[config.mk]
export PLATFORM = sky130hd
export DESIGN_NAME = cva_chain
export DESIGN_NICKNAME = d
export VERILOG_FILES = /design/src/design/cva_pkg.sv /design/src/design/cva_cell.sv /design/src/design/cva_chain.sv
export SDC_FILE = /design/constraint.sdc
export NUM_CORES = 2
export LEC_CHECK = 0
export BUFFER_PORTS_ARGS = -buffer_cell sky130_fd_sc_hd__buf_2
export CORE_MARGIN = 3
export CORE_UTILIZATION = 35
export CTS_CLUSTER_SIZE = 28
export DETAILED_ROUTE_END_ITERATION = 12
export PLACE_DENSITY = 0.54
export SLEW_MARGIN = 20
export SYNTH_ARGS = -nofsm -noshare
export SYNTH_HDL_FRONTEND = slang
export SYNTH_SLANG_ARGS = --single-unit
[constraint.sdc]
create_clock -name clk_i -period 0.8 [get_ports clk_i]
set_clock_uncertainty 0.15 [all_clocks]
set_input_delay 0.16 -clock clk_i [delete_from_list [all_inputs] [get_ports clk_i]]
set_output_delay 0.16 -clock clk_i [all_outputs]
set_load 0.01 [all_outputs]
[src/design/cva_pkg.sv]
// Shared types, constants and helper functions for the column vertical advection block.
// No dependencies; every other design file but cva_chk imports this package.
`default_nettype none
package cva_pkg;

  localparam int MAX_LAYERS = 32;
  localparam int CNT_W      = $clog2(MAX_LAYERS + 1);
  localparam int IDX_W      = (MAX_LAYERS > 1) ? $clog2(MAX_LAYERS) : 1;
  localparam int OUT_IDX_W  = 5;
  localparam int SUM_W      = (CNT_W + 1 > OUT_IDX_W) ? CNT_W + 1 : OUT_IDX_W;

  localparam int COURANT_LIM = 16777216;
  localparam int HALF_Q      = 32768;

  // divider shape
  localparam int DIV_N_W   = 64;
  localparam int DIV_D_W   = 47;
  localparam int DIV_Q_W   = 33;
  localparam int DIV_CNT_W = $clog2(DIV_Q_W + 1);

  // configuration register indexes
  localparam logic REG_TIME_STEP    = 1'b0;
  localparam logic REG_COLUMN_DEPTH = 1'b1;

  typedef struct packed {
    logic signed [31:0] tracer;
    logic signed [31:0] vel;
    logic        [30:0] thick;
    logic signed [31:0] left;
    logic signed [31:0] right;
    logic               cflag;
  } layer_t;

  typedef struct packed {
    logic done;
    logic ovf;
  } div_stat_t;

  typedef enum logic [3:0] {
    ST_LOAD,
    ST_F_MUL,
    ST_F_DIV,
    ST_F_COEF,
    ST_F_LEFT,
    ST_F_RIGHT,
    ST_X_T,
    ST_X_CDIV,
    ST_X_FLUX,
    ST_X_DLO,
    ST_X_DHI,
    ST_OUT
  } state_e;

  function automatic logic signed [31:0] sat32(input logic signed [49:0] v);
    if (v > 50'sd2147483647) return 32'sh7fffffff;
    else if (v < -50'sd2147483648) return 32'sh80000000;
    else return v[31:0];
  endfunction

  // divide by 65536, rounding toward zero
  function automatic logic signed [47:0] trunc16(input logic signed [63:0] x);
    logic signed [63:0] b;
    b = x + (x[63] ? 64'sd65535 : 64'sd0);
    return b[63:16];
  endfunction

endpackage
`default_nettype wire

[src/design/cva_cell.sv]
// One cell of the layer ring: holds one layer record, loads its input on shift.
// Depends on cva_pkg for the layer record type.
`default_nettype none
module cva_cell (
  input  wire logic            clk_i,
  input  wire logic            shift_i,
  input  wire cva_pkg::layer_t d_i,
  output cva_pkg::layer_t      q_o
);
  import cva_pkg::*;

  layer_t layer_q;

  always_ff @(posedge clk_i) begin
    if (shift_i) begin
      layer_q <= d_i;
    end
  end

  assign q_o = layer_q;

endmodule
`default_nettype wire

[src/design/cva_chain.sv]
// Ring of layer cells: each shift moves every cell one place toward the head.
// Depends on cva_pkg and cva_cell.
`default_nettype none
module cva_chain (
  input  wire logic            clk_i,
  input  wire logic            shift_i,
  input  wire cva_pkg::layer_t top_i,
  input  wire cva_pkg::layer_t next_i,
  output cva_pkg::layer_t      head_o,
  output cva_pkg::layer_t      next_o,
  output cva_pkg::layer_t      prev_o
);
  import cva_pkg::*;

  localparam int NEXT_POS = (MAX_LAYERS > 1) ? 1 : 0;

  layer_t cell_q [MAX_LAYERS];

  for (genvar k = 0; k < MAX_LAYERS; k++) begin : g_cell
    layer_t d;
    if (k == MAX_LAYERS - 1) begin : g_top
      assign d = top_i;
    end else if (k == 0) begin : g_head
      assign d = next_i;
    end else begin : g_mid
      assign d = cell_q[k + 1];
    end
    cva_cell u_cell (
      .clk_i  (clk_i),
      .shift_i(shift_i),
      .d_i    (d),
      .q_o    (cell_q[k])
    );
  end

  assign head_o = cell_q[0];
  assign next_o = cell_q[NEXT_POS];
  assign prev_o = cell_q[MAX_LAYERS - 1];

endmodule
`default_nettype wire

== Yosys cells after proc, flatten, opt, wreduce, memory -nomap -nowiden ==
Cells that the tools add are included.
Word-level totals
  flip-flop bits (word level): 5120
  word-level logic and storage cells: 192

== Longest topological paths before layout ==
  depth after elaboration: 0
  depth in mapped cells: 0

== Hierarchy ==
From an unflattened synthesis, not the netlist that was laid out.
Second synthesis, totals
  cell total of the unflattened synthesis: 5120
  area total of the unflattened synthesis: 153747.5 µm²
By module, submodules not included
  cva_cell: instances 32, cells each 160, area each 4804.6 µm², sequential area each 4804.6 µm²

== Worst setup path after synthesis ==
OpenSTA, ideal clock, no wires.
  kind: reg-to-reg
  start: reg g_cell[31].u_cell.layer_q (netlist bit g_cell[31].u_cell.q_o[0])
  end: reg g_cell[30].u_cell.layer_q (netlist bit g_cell[30].u_cell.q_o[0]) (data pin)
  setup time: 288 ps
  arrival: 403 ps
  required time: 362 ps
  path slack: -42 ps
  cell stages (with the launch flop): 1
  path buffers: 0
  clock period less this slack: 842 ps
  cells stage by stage: edfxtp_1
RTL lines
  start, declared: line cva_cell.sv:12  | layer_t layer_q;
  start signal, assigned: line cva_cell.sv:16  | layer_q <= d_i;
  end signal, assigned: line cva_cell.sv:16
  end, declared: line cva_cell.sv:12
No word-level cell between the ends.

== Worst setup path in the final report ==
  start: reg g_cell[1].u_cell.layer_q (netlist bit g_cell[1].u_cell.q_o[36])
  end: out next_o[36] (netlist bit)
RTL lines
  start, declared: line cva_cell.sv:12
  start signal, assigned: line cva_cell.sv:16
  end, declared: line cva_chain.sv:10  | output cva_pkg::layer_t next_o,
No word-level cell between the ends.

==> flow_summary.toml <==
[global_route]
global_route.overflow_total = 0
global_route.usage.total_pct = 9.003
pin_count_of_the_biggest_net_entering_global_routing = 101
grt_first_pass_wirelength_mm = 323.3
vias_in_the_first_global_route = 56970
initial_antenna_violation_count = 10

[power_and_ir_drop]
cell_internal_pwr_uw = 453000
comb_power_share_pct = 2.6
power.switching_uw = 107700
power.switching_fraction_pct = 19.21
powerDensity_mw_per_mm2 = 2891
sequentialPowerShare_pct = 56.7
power_leakage_uw = 0.06721
share_clk_of_total_power_pct = 40.7
ir_worst_vdd_v = 0.002131

[sta]
maxSlewHeadroom_pct = 65.17
period_needed_ns = 1.990
timing_worst_slew_pin_value_ns = 0.5224
report.final.setup_viol = 1372
finalCritPeriodShare_pct = 248.7
finalMaxSlewViolations = 0
timing.hold.ws_ns = -0.3960
rsz0062_at_grt = "true"
layout_setup_ws_ns = -1.190
achievable-frequency_mhz = 502.6
timing.final.hold_violations = 2183

[clock_tree]
clockBufferDepth = 4
cts_tree = "yes"
cts_inserted_buffers = 525
cts_root_buffer = "clkbuf_16"
cts_htree_levels = 6
worst_path_clk_slew_ns = 0.05
cts.sink_count = 5120
worst_skew_pair.late_latency_ns = 0.97

[placed_design]
port-buffer-count = 801
detailed_place.area_mm2 = 0.1692
routabilityCongestion = 0.7151
post-dp-hpwl_mm = 122.3

[worst_hold_path]
hold_path.startpoint = "shift_i"
min_to = "g_cell[3].u_cell.q_o[47]"
hold_depth = 2
hold_class = "input port to flip-flop"

[synth]
syn-cell-area_mm2 = 0.1537
synthesis.nets = 5442
syn_area_per_cell_um2 = 30.03
biggest_area_contributors_in_the_synthesized_netlist = "edfxtp_1"
yosys_warnings = 0
postSynthRegisterBits = 5120
post_synth_num_cell_types = 1
gate_count_after_technology_mapping = 5120
synth_area_leader_cell = "edfxtp_1"
synth_top_area_share_pct = 100.0
yosysSeqAreaShare_pct = 100.0

[routing]
drt_pre_antenna_iters = 5
drt-wirelength-per-cell_um = 15.04
num_vias = 53970
routed_wire_length_mm = 206.5
viasPerCell = 3.930
remaining_drc_errors = 0
postRouteAntennaNets = 0
drt-initial-drc-count = 2950

[floorplanning]
core_area_mm2 = 0.4360
die_h_um = 668.8
initial_core_util_pct = 35.26
die-area_mm2 = 0.4473
pin_count = 802
floorplan.die.width_um = 668.8
fp-row-count = 242

[cells_and_area]
final_cell_area_mm2 = 0.1940
fillerInstances = 35820
max_reg_flops = 5120
areaGrowthSynthToFinish_pct = 26.16
num-multi-input-gates = 0
mostFrequentLayoutCells = "edfxtp_1, buf_2, dlygate4sd3_1"
drive_gt1_share_pct = 24.92
layout.cells.most_common = "edfxtp_1"
final_net_count = 7925
multi_input_comb_area_um2 = 0

[setup_path]
worst-endpoint-required_ns = 0.49
cp-end-kind = "primary output"
timing.setup.critical_path_class = "flip-flop to primary output"
worst_setup_path_start_kind = "flip-flop"
r2r.worst_path.cells = 2
reg2reg_slack_ns = -0.30
reg2reg_from = "g_cell[31].u_cell.q_o[131]"
critical_path.max_fanout = 1
critical_path.reg2reg.endpoint = "g_cell[30].u_cell.q_o[131]"
crit_arrival_ns = 1.68

[status]
failed_checks = "hold timing, setup timing"
run_status = "finished with violations"

[job]
maxCapViolations = 0
[power groups by stage]
| stage | Clock, µW | Combinational (µW) | Sequential [µW] |
|---|---|---|---|
| floorplan | 0 | 0 | 322000 |
| global route | 249000 | 15800 | 319000 |
| finish | 228000 | 14600 | 318000 |
| CTS | 237000 | 14300 | 318000 |
| global placement | 0 | 10400 | 323000 |
| detailed placement | 0 | 10900 | 324000 |
[cell usage after synthesis]
cell type / n
edfxtp_1: 5120
[worst max-delay path by stage]
stage / from / endpoint / slack, ns / cells past startpoint
2_1_floorplan: g_cell[31].u_cell.q_o[0] / g_cell[30].u_cell.q_o[0] / -0.04 / 0
3_3_place_gp: shift_i / g_cell[8].u_cell.q_o[62] / -0.80 / 4
3_5_place_dp: shift_i / g_cell[29].u_cell.q_o[132] / -0.82 / 4
4_1_cts: g_cell[1].u_cell.q_o[36] / next_o[36] / -1.37 / 2
5_1_grt: g_cell[1].u_cell.q_o[36] / next_o[36] / -1.32 / 2
6_report: g_cell[1].u_cell.q_o[36] / next_o[36] / -1.19 / 2
[area by class of cell]
class	count	area, µm²	area share [%]
sequential	5120	153700	79.26
clock inverter	252	2594	1.337
tap	5734	7174	3.699
clock buffer	661	13860	7.146
antenna	9	22.52	0.01161
timing repair buffer	1956	16570	8.543
[layer usage]
metal | vias to the layer above | wire (µm) | global-route usage, % | part of all wire [%]
met5 | - | 21 | 0 | 0.010
met4 | 4 | 8393 | 4.083 | 4.1
met3 | 573 | 11370 | 2.175 | 5.5
met2 | 1230 | 93100 | 13.52 | 45
met1 | 26080 | 93590 | 12.47 | 45
li1 | 26090 | - | - | -
[worst max-delay path, stage by stage (launching register included)]
cell and delay (ns):
edfxtp_1 0.44, buf_12 0.16, buf_6 0.11
[through the flow]
step / power (µW) / utilization, % / TNS (ns) / setup slack [ns] / instances
after floorplan: 321800 / - / -6.670 / -0.04169 / 5120
after global placement: 333700 / 38.81 / -3567.72 / -0.8026 / 12010
after detailed placement: 334600 / 38.81 / -3650.57 / -0.8226 / 12010
after CTS: 569600 / 44.36 / -652.23 / -1.368 / 13710
after global routing: 583600 / 44.49 / -649.50 / -1.316 / 13730
final: 560700 / 44.49 / -583.43 / -1.190 / 13730
[what timing repair did]
item / 4_1_cts / 5_1_grt
buffers inserted: 139 / 66
resized for setup: 78 / 106
endpoints found under the hold margin: 5440 / 5118
setup endpoints to repair: 1177 / 1969
hold buffers: 642 / 3
gates cloned: 0 / 2
[cell families (layout without fill, tap and decap cells)]
group	count (synthesis)	in the layout	synth area share, %
flops	5120	5120	100.0
buf+inv	0	2869	0
other cells	0	9	0
Note: power is estimated with default switching activity, not from simulation.
