`config.mk`:
```
export PLATFORM = sky130hd
export DESIGN_NAME = cva_div
export DESIGN_NICKNAME = d
export VERILOG_FILES = /design/src/design/cva_pkg.sv /design/src/design/cva_div.sv
export SDC_FILE = /design/constraint.sdc
export NUM_CORES = 1
export LEC_CHECK = 0
export BUFFER_PORTS_ARGS = -buffer_cell sky130_fd_sc_hd__buf_2
export CORE_UTILIZATION = 60
export CTS_CLUSTER_DIAMETER = 120
export DETAILED_ROUTE_END_ITERATION = 6
export PLACE_DENSITY = 0.84
export SLEW_MARGIN = 10
export SYNTH_ARGS = -nofsm -noshare
export SYNTH_HDL_FRONTEND = slang
export SYNTH_SLANG_ARGS = --single-unit
```
`constraint.sdc`:
```
create_clock -name clk_i -period 9.4 [get_ports clk_i]
set_input_delay 0.47 -clock clk_i [delete_from_list [all_inputs] [get_ports clk_i]]
set_output_delay 0.47 -clock clk_i [all_outputs]
set_load 0.01 [all_outputs]
```
`src/design/cva_pkg.sv`:
```
// Shared types, constants and helper functions for the column vertical advection block.
// No dependencies; every other design file but cva_chk imports this package.
`default_nettype none
package cva_pkg;

  localparam int MAX_LAYERS = 32;
  localparam int CNT_W      = $clog2(MAX_LAYERS + 1);
  localparam int IDX_W      = (MAX_LAYERS > 1) ? $clog2(MAX_LAYERS) : 1;
  localparam int OUT_IDX_W  = 5;
  localparam int SUM_W      = (CNT_W + 1 > OUT_IDX_W) ? CNT_W + 1 : OUT_IDX_W;

  localparam int COURANT_LIM = 16777216;
  localparam int HALF_Q      = 32768;

  // divider shape
  localparam int DIV_N_W   = 64;
  localparam int DIV_D_W   = 47;
  localparam int DIV_Q_W   = 33;
  localparam int DIV_CNT_W = $clog2(DIV_Q_W + 1);

  // configuration register indexes
  localparam logic REG_TIME_STEP    = 1'b0;
  localparam logic REG_COLUMN_DEPTH = 1'b1;

  typedef struct packed {
    logic signed [31:0] tracer;
    logic signed [31:0] vel;
    logic        [30:0] thick;
    logic signed [31:0] left;
    logic signed [31:0] right;
    logic               cflag;
  } layer_t;

  typedef struct packed {
    logic done;
    logic ovf;
  } div_stat_t;

  typedef enum logic [3:0] {
    ST_LOAD,
    ST_F_MUL,
    ST_F_DIV,
    ST_F_COEF,
    ST_F_LEFT,
    ST_F_RIGHT,
    ST_X_T,
    ST_X_CDIV,
    ST_X_FLUX,
    ST_X_DLO,
    ST_X_DHI,
    ST_OUT
  } state_e;

  function automatic logic signed [31:0] sat32(input logic signed [49:0] v);
    if (v > 50'sd2147483647) return 32'sh7fffffff;
    else if (v < -50'sd2147483648) return 32'sh80000000;
    else return v[31:0];
  endfunction

  // divide by 65536, rounding toward zero
  function automatic logic signed [47:0] trunc16(input logic signed [63:0] x);
    logic signed [63:0] b;
    b = x + (x[63] ? 64'sd65535 : 64'sd0);
    return b[63:16];
  endfunction

endpackage
`default_nettype wire

```
`src/design/cva_div.sv`:
```
// Restoring divider, one quotient bit per cycle, 33-bit quotient plus overflow flag.
// Depends on cva_pkg for widths and the status struct.
`default_nettype none
module cva_div (
  input  wire logic                         clk_i,
  input  wire logic                         rst_ni,
  input  wire logic                         start_i,
  input  wire logic [cva_pkg::DIV_N_W-1:0]  num_i,
  input  wire logic [cva_pkg::DIV_D_W-1:0]  den_i,
  output cva_pkg::div_stat_t                stat_o,
  output logic      [cva_pkg::DIV_Q_W-1:0]  quo_o
);
  import cva_pkg::*;

  localparam int HI_W = DIV_N_W - DIV_Q_W;

  logic                 busy_q;
  logic                 done_q;
  logic                 ovf_q;
  logic [DIV_CNT_W-1:0] cnt_q;
  logic [DIV_D_W-1:0]   rem_q;
  logic [DIV_Q_W-1:0]   qn_q;
  logic [DIV_D_W:0]     trial;
  logic                 ge;

  assign trial = {rem_q, qn_q[DIV_Q_W-1]};
  assign ge    = trial >= {1'b0, den_i};

  always_ff @(posedge clk_i or negedge rst_ni) begin
    if (!rst_ni) begin
      busy_q <= 1'b0;
      done_q <= 1'b0;
      cnt_q  <= '0;
    end else begin
      done_q <= 1'b0;
      if (start_i) begin
        busy_q <= 1'b1;
        cnt_q  <= DIV_CNT_W'(DIV_Q_W);
      end else if (busy_q) begin
        cnt_q <= cnt_q - 1'b1;
        if (cnt_q == DIV_CNT_W'(1)) begin
          busy_q <= 1'b0;
          done_q <= 1'b1;
        end
      end
    end
  end

  always_ff @(posedge clk_i) begin
    if (start_i) begin
      rem_q <= DIV_D_W'(num_i[DIV_N_W-1:DIV_Q_W]);
      qn_q  <= num_i[DIV_Q_W-1:0];
      ovf_q <= DIV_D_W'(num_i[DIV_N_W-1:DIV_Q_W]) >= den_i ||
               (HI_W > DIV_D_W);
    end else if (busy_q) begin
      rem_q <= ge ? DIV_D_W'(trial - {1'b0, den_i}) : trial[DIV_D_W-1:0];
      qn_q  <= {qn_q[DIV_Q_W-2:0], ge};
    end
  end

  assign stat_o.done = done_q;
  assign stat_o.ovf  = ovf_q;
  assign quo_o       = qn_q;

endmodule
`default_nettype wire

```
Yosys cells after proc, flatten, opt, wreduce, memory -nomap -nowiden
Index checks and enable logic that the tools add are counted.

word-level totals
  input port bits = 114
  register bits after elaboration = 89
  output and inout port bits = 35

operators by class
  $lt $le $gt $ge = 2
  equal/unequal tests = 1
  $add $sub $neg = 2
  mux-type cells = 13
  reduce and logical (&&, ||, !) cells = 1

operators with widths
  cell                                               number
  two-way mux 33 bit                                 2
  two-way mux 31 bit                                 2
  >= comparator 48 x 47 -> 1 bit                     1
  >= comparator 31 x 47 -> 1 bit                     1
  two-way mux 47 bit                                 1
  subtractor 47 bit                                  1
  two-way mux 6 bit                                  2
  == test 6 x 1 -> 1 bit (second input constant)     1
  two-way mux 1 bit                                  6
  subtractor 6 x 1 -> 6 bit (second input constant)  1
  nonzero test 2 bit                                 1

Logic depth before layout (Yosys ltp)
  depth after elaboration = 4
  gate-level depth with buffers = 14

Worst setup path before layout
OpenSTA, ideal clock, no wires.

  path kind = input-to-reg
  from = in den_i[5] in the netlist's numbering
  to = reg rem_q[20] (data pin)
  data arrival time = 2.910 ns
  slack = 6.230 ns
  setup time = 0.260 ns
  data required time = 9.140 ns
  stages = 12
  cell sequence = inv_1 -> ha_1 -> a21o_1 -> or4_4 -> o21a_1 -> a21oi_1 -> o21ai_1 -> a21oi_1 -> o21ai_0 -> xor2_1 -> mux2_2 -> mux2_2

on the way
  word-level cells in the longest chain between the ends = 4
  elaborated cells between the ends (all ways) = 5
  classes of those cells = add/sub: 1; order compare: 1; mux: 3

ends and longest elaborated chain
  what                                                                 RTL line                      RTL
  from (decl)                                                          cva_div.sv:9                  input wire logic [cva_pkg::DIV_D_W-1:0] den_i,
  subtractor 47 bit or >= comparator 48 x 47 -> 1 bit (tied branches)  cva_div.sv:56, cva_div.sv:27
  two-way mux 47 bit *                                                 cva_div.sv:56                 rem_q <= ge ? DIV_D_W'(trial - {1'b0, den_i}) : trial[DIV_D_W-1:0];
  two-way mux 31 bit *                                                 cva_div.sv:55                 end else if (busy_q) begin
  two-way mux 31 bit *                                                 cva_div.sv:50                 if (start_i) begin
  to (signal assigned)                                                 cva_div.sv:51                 rem_q <= DIV_D_W'(num_i[DIV_N_W-1:DIV_Q_W]);
  to (signal assigned)                                                 cva_div.sv:56
  to (decl)                                                            cva_div.sv:21                 logic [DIV_D_W-1:0] rem_q;

Mark *: on every way between the ends. The rest lies on a longest branch, timed or not. The select of a mux whose other input is x is not followed.
A chain may end at the register's enable or synchronous reset.

Worst setup path after layout
  from = reg qn_q[32] (netlist: quo_o[32])
  to = reg rem_q[30] (data pin)

on the way
  word-level cells in the longest chain between the ends = 4
  elaborated cells between the ends (all ways) = 5
  classes of those cells = add/sub: 1; order compare: 1; mux: 3

ends and longest elaborated chain
  what                                                                 RTL line                      RTL
  from (decl)                                                          cva_div.sv:22                 logic [DIV_Q_W-1:0] qn_q;
  from (signal assigned)                                               cva_div.sv:52                 qn_q <= num_i[DIV_Q_W-1:0];
  from (signal assigned)                                               cva_div.sv:57                 qn_q <= {qn_q[DIV_Q_W-2:0], ge};
  subtractor 47 bit or >= comparator 48 x 47 -> 1 bit (tied branches)  cva_div.sv:56, cva_div.sv:27
  two-way mux 47 bit *                                                 cva_div.sv:56
  two-way mux 31 bit *                                                 cva_div.sv:55
  two-way mux 31 bit *                                                 cva_div.sv:50

Marked as above.

==> results.md <==
Logic synthesis:
- The count of synthesis-stage warnings from yosys is 0.
- The fraction of synthesis flops using an asynchronous set or reset pin is 0.0899.
- Of the synthesized area, sequential elements account for 0.320.
- Counting instances in the post-synthesis netlist gives the leading cell types as nand2_1 (85), ha_1 (80), a21oi_1 (71).
- In the post-synthesis netlist, the cell with the most instances is nand2_1.
- By area the synthesized netlist is led by edfxtp_1 (25%), ha_1 (13%), mux2_2 (6.4%).
- The number of nets handed over by synthesis was 1055.
- The cell area after synthesis is 0.00772 mm2.
- The synthesized area per cell is 8.97 um2.
- The cell count after synthesis came out at 860.
- The number of distinct library cell variants in the gate-level netlist after synthesis is 67.
- The share of synthesized area in the top cell type comes to 0.253.
- The number of enable flip-flop cells after synthesis is 65.
- The synthesized design contains 89 register bits.
- Summed over all instances, the cell type with the most area after synthesis is edfxtp_1.
- The most instantiated flip-flop cell in the synthesis netlist is edfxtp_1.

Power:
- The power density over the cells is 210 mW/mm2.
- Across the VDD grid, the largest voltage drop is 126 uV.
- Overall power consumption after layout is estimated at 1.85 mW.
- In this run the static leakage power is 3.96 nW.

Route:
- Once detail routing completed, the nets flagged for antenna violations numbered 0.
- Dividing the detail-routed wire length by the instance count gives 16.0 um.
- The detailed-route wire length is 18500 um.
- The detailed router finished its first iteration with 418 violations.
- The routed design uses 926 um of met3 wire.
- Summed over all nets, wire length on met2 after detailed routing comes to 8640 um.
- After detailed routing, the number of remaining DRC violations is 0.
- The top layer used by detailed routing is met4.
- Dividing the detail-routed via count by the number of cells gives 5.86.
- The first detailed-routing pass took 5 iterations.
- After detailed routing, the wire length on met1 is 8530 um.
- Summing over every cut layer, the via total after detailed routing is 6796.

Clock tree:
- The clock tree buffer depth is 2.
- The maximum level of the CTS H-tree is 3.
- The clock transition at the registers of the reported paths is 0.07 ns.
- The buffer count from post-CTS setup fixing is 0.
- The buffer cell driving the clock tree root is clkbuf_16.
- The clock latency reported for the late side of the worst-skew pair is 0.36 ns.
- The number of clock sinks seen by CTS is 89.
- The CTS buffer count is 9.
- The CTS tree is built.

STA:
- The clock period minus final worst setup slack is 3.84 ns.
- The actual slew at the worst max-slew pin is 0.936 ns.
- The final setup TNS is 0 ns.
- The final max-slew violation count is 0.
- Of the available clock period, the critical path in the final layout requires 0.408.
- The final-layout worst hold slack is 0.407 ns.
- Setup repair after global routing left no endpoint under its margin.
- Derived from the worst setup path, the maximum achievable clock frequency is 261 MHz.
- In this run the tightest slew margin relative to its limit is 0.376.
- The total count of hold-check failures in the final report is 0.
- Between clock sinks in the finished design, the worst skew comes to 0.0114 ns.
- The final-report setup violation count is 0.

Worst setup path:
- The type of origin of the critical path is a flip-flop.
- On the worst path, the slowest cell contributes a delay of 0.62 ns.
- For the worst setup path, the data arrival time is 3.94 ns.
- The register-to-register setup slack is 5.56 ns.
- The critical-path cell with the highest stage delay is buf_4.
- The required time of the critical path is 9.50 ns.
- Traced cell by cell, the critical path runs through inv_1 -> ha_1 -> fa_1 -> nand2b_1 -> a21oi_1 -> o211ai_2 -> a31oi_1 -> a211oi_2 -> a21oi_4 -> buf_4 -> mux2_2 -> mux2_2.
- The startpoint identified for the worst register-to-register timing path is quo_o[32].
- The capture point of the worst reg-to-reg path is rem_q[30].
- In this design, the largest share of critical-path delay is due to compound AO/OA/AOI/OAI gates.
- The critical path contains buffers and inverters numbering 2 combined.
- The class of the most critical setup path is flip-flop to flip-flop.
- The capturing element type of the critical path is a flip-flop.
- The most numerous cell type found on the critical path is mux2_2.
- In this run the worst path has a maximum fanout of 60.
- The length in cells of the worst reg-to-reg path is 12.

Final layout:
- The fraction of the core area covered by cells at the end of the flow is 0.700.
- 0 antenna diodes ended up in the layout.
- The final layout contains 1177 nets.
- Relative to the synthesized area, the layout overhead comes to 14.1%.
- In the final layout, the share of cells above drive strength 1 is 0.225.
- Counting the fill cells in the layout gives 1007.
- The total non-filler cell area in the finished layout is 0.00880 mm2.

Floorplanning:
- The die covers 0.0133 mm2.
- The total area inside the core boundary comes to 0.0126 mm2.
- For this configuration, the core starts out at a cell density of 0.614.
- The die is 115 um tall.
- The number of placed I/O pins is 149.
- In this run the core area contains 41 standard-cell rows.
- The horizontal die dimension is 115 um.

Global routing:
- The number of global-route vias before repair is 6387.
- The maximum number of pins on one net before global-route repair is 94.
- The global-route wire length before repair is 30200 um.
- The global routing usage summed across all routing layers is 0.288.
- The total overflow left after global routing is 0.
- The initial antenna violation count is 0.

Placed design:
- The count of buffers added on input and output ports is 148.
- The placed instances occupy a cell area of 0.00851 mm2.
- The congestion estimate from routability-driven global placement came to 0.927.
- The placed wire-length estimate after detailed placement is 14200 um.

Min path:
- The worst min-delay path endpoint is quo_o[3].
- The startpoint of the lowest-slack hold path is num_i[3].
- The class of the tightest hold or removal check is input pin to flip-flop.
- The worst hold path passes through 2 cells.

Outcome:
- The run finished with clean final reports.

Flow run:
- The max-capacitance violation count is 0.
==> through the flow <==
step,instances,setup slack [ns]
after global routing,1159,5.30
after floorplan,860,6.23
after CTS,1159,5.60
after global placement,1142,5.53
after detailed placement,1142,5.42
final,1159,5.56
==> cell usage in the layout, fill, tap and decap left out, types with 19 or more instances in the layout <==
cell type / count
a21oi_1: 71
mux2_2: 44
ha_1: 80
nand4_1: 19
buf_2: 147
a21o_1: 24
edfxtp_1: 65
nor2_1: 50
o21ai_0: 64
nand2_1: 85
xnor2_1: 30
mux2i_1: 26
inv_1: 62
==> worst max-delay path by stage <==
stage          slack, ns      start  depth (start not counted)        end
2_1_floorplan       6.23   den_i[5]                         12  rem_q[20]
3_3_place_gp        5.53   den_i[0]                         12  rem_q[20]
3_5_place_dp        5.42   den_i[0]                         12   rem_q[3]
4_1_cts             5.60  quo_o[32]                         12  rem_q[30]
5_1_grt             5.30  quo_o[32]                         12  rem_q[30]
6_report            5.56  quo_o[32]                         12  rem_q[30]
==> sequential cells by signal (all words and copies together) (netlist names) <==
register  cells
rem_q        47
quo_o        33
cnt_q         6
busy_q        1
done_q        1
ovf_q         1
==> power breakdown <==
part | internal (mW) | leakage [nW] | switching [mW]
Sequential | 0.539 | 0.923 | 0.0636
Combinational | 0.376 | 2.90 | 0.505
Clock | 0.185 | 0.138 | 0.176
Total | 1.10 | 3.96 | 0.745
==> cell type report <==
cell class | instances | area [um2] | share of cell area
clock buffers | 9 | 225 | 0.0256
clock inverters | 7 | 60.1 | 0.00682
inverters | 62 | 233 | 0.0264
multi-input cells | 667 | 4810 | 0.547
flip-flops and latches | 89 | 2470 | 0.281
well taps | 172 | 215 | 0.0244
repair buffers | 153 | 783 | 0.0890
==> layer usage <==
layer / up-vias / track usage
li1: 3400 / -
met2: 206 / 0.464
met5: - / 0
met4: 0 / 0.0978
met1: 3156 / 0.393
met3: 34 / 0.0469
==> worst reg2reg max path: cells and delay by family (launching register included) <==
| family | cells | cell delay [ns] |
|---|---|---|
| buffers and inverters | 2 | 0.67 |
| flip-flops | 1 | 0.37 |
| AO/OA/AOI/OAI | 5 | 1.02 |
| multiplexers | 2 | 0.74 |
| AND/OR/NAND/NOR | 1 | 0.17 |
| adder cells (fa/ha/maj) | 2 | 0.61 |
==> kinds of logic after synthesis <==
group	share of synthesized area
adders and majority gates	0.132
buffers and inverters	0.0556
DFF	0.320
AOI/OAI and AO/OA	0.194
and+or+nand+nor	0.140
xor gates and xnor gates	0.0522
muxes	0.105
==> repair_timing <==
item                      CTS  global route
resized for setup           0             0
hold buffers                1             0
hold endpoints to repair    8             0
No activity file was read; power rests on OpenSTA's default activity.
